--- config.mk ---
export PLATFORM = sky130hd
export DESIGN_NAME = salc_ram
export DESIGN_NICKNAME = d
export VERILOG_FILES = /design/src/rtl/assert_macros.svh /design/src/rtl/salc_ram.sv
export SDC_FILE = /design/constraint.sdc
export NUM_CORES = 1
export LEC_CHECK = 0
export BUFFER_PORTS_ARGS = -buffer_cell sky130_fd_sc_hd__clkbuf_2
export CORE_ASPECT_RATIO = 1.1
export CORE_MARGIN = 10
export CORE_UTILIZATION = 55
export DETAILED_ROUTE_END_ITERATION = 10
export PLACE_DENSITY_LB_ADDON = 0.12
export SYNTH_ARGS = -nofsm -noshare
export SYNTH_HDL_FRONTEND = slang
export SYNTH_SLANG_ARGS = --single-unit
--- constraint.sdc ---
create_clock -name clk -period 2.4 [get_ports clk]
set_input_delay 0.24 -clock clk [delete_from_list [all_inputs] [get_ports clk]]
set_output_delay 0.24 -clock clk [all_outputs]
set_load 0.005 [all_outputs]
--- src/rtl/assert_macros.svh ---
// Assertion helpers, all clocked on clk and disabled while rst is high.
`ifndef ASSERT_MACROS_SVH
`define ASSERT_MACROS_SVH

// Property must hold at every rising clock edge outside reset.
`define ASSERT_CLK(lbl, prop, msg) \
  lbl: assert property (@(posedge clk) disable iff (rst) (prop)) else $error(msg);

// Expression must never be true outside reset.
`define ASSERT_NEVER(lbl, expr, msg) \
  lbl: assert property (@(posedge clk) disable iff (rst) !(expr)) else $error(msg);

`endif

--- src/rtl/salc_ram.sv ---
`timescale 1ns / 1ps
`default_nettype none

module salc_ram #(
  parameter int WIDTH  = 8,
  parameter int DEPTH  = 16,
  parameter int ADDR_W = (DEPTH > 1) ? $clog2(DEPTH) : 1
) (
  input  logic              clk,
  input  logic              we,
  input  logic [ADDR_W-1:0] waddr,
  input  logic [WIDTH-1:0]  wdata,
  input  logic              re,
  input  logic [ADDR_W-1:0] raddr,
  output logic [WIDTH-1:0]  rdata
);

  logic [WIDTH-1:0] mem [DEPTH];

  always_ff @(posedge clk) begin
    if (we) begin
      mem[waddr] <= wdata;
    end
    if (re) begin
      rdata <= mem[raddr];
    end
  end

endmodule

`default_nettype wire

[Yosys cells after proc, flatten, opt, wreduce, memory -nomap -nowiden]
Memories as Yosys holds them, arrays and structs flattened. A register that Yosys moved wholly into a read port is not among the register bits.
Index checks and enable logic that the tools add are counted.
W data, S select, Z words.
Operators by class
  add/sub/neg operators: 0
  multipliers: 0
  divide/modulo/power cells: 0
  $lt $le $gt $ge: 0
  eq/ne operators: 0
  shift operators: 0
  muxes and demuxes: 2
  bitwise gates (word level): 0
  reductions and logical operators: 0
Operator list (number)
  $mux W1: 2
Storage, ports and cells
  flip-flop bits (word level): 0
  bits in latches: 0
  RAM bits: 128
  ROM bits: 0
  output and inout port bits: 8
  memories kept: 1
Memories
  mem: words 16, width 8, rd ports 1, clocked after Yosys merged registers in 1, write ports 1, line salc_ram.sv:18  | logic [WIDTH-1:0] mem [DEPTH];

[Logic depth before layout (Yosys ltp)]
  depth in word-level cells: 2
  mapped depth: 5

[Worst setup path before layout]
Ideal clock, no wire load.
  path type: input to register
  start: in waddr[2]
  end: mem mem[0][0], enable pin
  arrival time: 1350 ps
  required time: 2017 ps
  slack: 667 ps
  stages on the path: 2
  path buffers: 0
  path through: or3b_2 -> nor3_1
RTL lines
  start, declared: line salc_ram.sv:11  | input logic [ADDR_W-1:0] waddr,
  end, declared: line salc_ram.sv:18
Straight into the memory's write port.

==> out/metrics.cfg <==
[worst_setup_path]
crit_type = flop to flop
cp.arrival_ns = 1.74
crit_slowest_cell = mux4_1
cp_max_fo = 1
cp-end-kind = flop
slowest_delay_ns = 0.51
critPathRequiredTime_ns = 2.66
start_kind = flop
cp_cell_sequence = mux4_1 -> a22oi_1 -> nand2_1

[floorplanning]
core_area_sq_um = 9305
die_h_um = 122.3
dieArea_sq_um = 13810
rows = 37
start_util_pct = 56.18
die-width_um = 113.0
io_pins = 27

[logic_synthesis]
synthMostInstantiatedCell = edfxtp_1
ys.warnings.count = 0
synth_top_cell_area_share_pct = 78.12
syn_area_sq_um = 5228
syn_nets = 248
synth.distinct_cells = 18
yosys.area.top_type = edfxtp_1
postSynthCellCount = 229
synth_ff_type = edfxtp_1
synth-edff-count = 136
synth_top_cells_by_area = edfxtp_1, mux4_2, mux4_1
ys_ff_latch = 136
synth_common_cells = edfxtp_1, mux4_2, a22oi_1
async_flop_share_pct = 0
yosysSeqAreaShare_pct = 78.12
syn_avg_cell_area_sq_um = 22.83

[timing]
setup_tns_ns = 0
hold_viol_final = 0
rsz0062_at_grt = no
fin_ws_ns = 0.9173
fin_crit_sh_pct = 61.78
min_period_ns = 1.483
worst_pin_slew_ns = 0.7334
fmax_ghz = 0.6744
final_max_slew_viol_count = 0
max_slew_margin_pct = 51.00
finalSetupViolations = 0
skew_ns = 0.005263

[route]
drtAntennaViolNets = 0
num_vias = 2480
wl_mm = 10.01
avgViaCountPerCell = 6.005
wl_per_cell_um = 24.23
drt_iter0_drc = 170
firstDrtPassIters = 4
drcViolationCount = 0

[layout]
finalNonFillerCells = 413
multiInputGateArea_sq_um = 1057
nets = 303
finalInstanceArea_sq_um = 6177
layout-drive-gt1-share_pct = 31.76
diodes = 0
regArea_sq_um = 4084
area_delta_synth_final_pct = 18.17
fillers = 614

[global_route]
grt_max_degree = 33
grt_pass1_vias = 2510
grt_pass1_wl_mm = 15.55
grt_overflow = 0
track_usage_pct = 15.33
antenna_found_initial = 0

[placement]
placed_cells = 382
pre_cts_ws_ns = 0.4814
gp_congestion = 0.7746
place_area_sq_um = 5580
detailed_place_hpwl_mm = 6.429
portBuffers = 26

[pwr]
powerDensity_nw_per_um2 = 891.3
peakVddDrop_uv = 735.5
leakage_uw = 0.002109
power_uw = 5505

[clock_tree]
cts_tree = built
post-cts-setup-buffers = 0
clkSinkCount = 136
cts-resized-gates = 0
clockBufferDepth = 2
numCtsBuffers = 17
clk_pin_slew_ns = 0.06
postCtsHoldBufs = 0
clkLatencyLatePin_ns = 0.51
clock-root-buffer = clkbuf_8
cts_htree_levels = 4

[run]
drv_cap = 0

[hold_path]
hold_path_class = input pin to flop

[status]
status = completed

## worst max-delay path, delay by kind of cell, from the launching register on
kind            cells  cell delay (ns)
compound gates      1             0.29
flops               1             0.34
mux                 1             0.51
simple gates        1             0.10
## power by group
group / switching [uW] / total (uW) / leakage [uW] / internal (uW)
Sequential: 15.4 / 2690 / 0.00124 / 2680
Clock: 906 / 2570 / 0.000284 / 1670
Combinational: 137 / 239 / 0.000589 / 102
Total: 1060 / 5510 / 0.00211 / 4450
## cell usage in the layout (no fill, tap or decap), types with 4 or more instances in the layout
master	netlist	routed
edfxtp_1	136	136
clkbuf_2	0	26
buf_4	1	19
mux4_2	18	18
a22oi_1	16	16
clkbuf_16	0	16
mux4_1	14	14
nor2_1	13	13
nand2_1	9	9
nor3_1	4	4
bufinv_16	0	4
## area by class of cell
class                           instances  share of cell area (%)
Sequential cell                       136                   66.11
Multi-Input combinational cell         83                   17.12
Clock buffer                           17                   6.704
Timing Repair Buffer                   46                   4.740
Clock inverter                         14                   2.957
Tap cell                              117                   2.370
## worst paths after layout
path              start        end  slack [ns]  depth (start not counted)
min            wdata[0]  mem[0][0]        0.15                          1
max reg2reg   mem[1][3]   rdata[3]        0.92                          3
max           mem[1][3]   rdata[3]        0.92                          3
min reg2reg  mem[14][5]   rdata[5]        0.75                          3
## per-layer routing
layer	wire length, um	global-route usage, %	part of all wire, %	up-vias
li1	-	-	-	1090
met1	4414	20.72	44	1276
met2	4793	23.02	48	100
met3	702	4.783	7.0	14
met4	99	5.714	0.99	0
met5	0	0	0	-
## sequential cells by signal, summed over array words and instances (netlist names)
name,flops
mem,128
rdata,8
## logic make-up after synthesis
group           share of synthesized area, %
simple gates                           3.136
mux                                    14.79
buf+inv                                1.651
flops                                  78.12
compound gates                         2.298
## through the flow
| stage | utilization (%) | hold WS, ns |
|---|---|---|
| global route | 66.38 | 0.1503 |
| global placement | 59.97 | 0.6455 |
| CTS | 66.38 | 0.1258 |
| finish | 66.38 | 0.1452 |
| detailed placement | 59.97 | 0.6480 |
| floorplan | - | 0.3389 |
No activity file was read; power rests on OpenSTA's default activity.
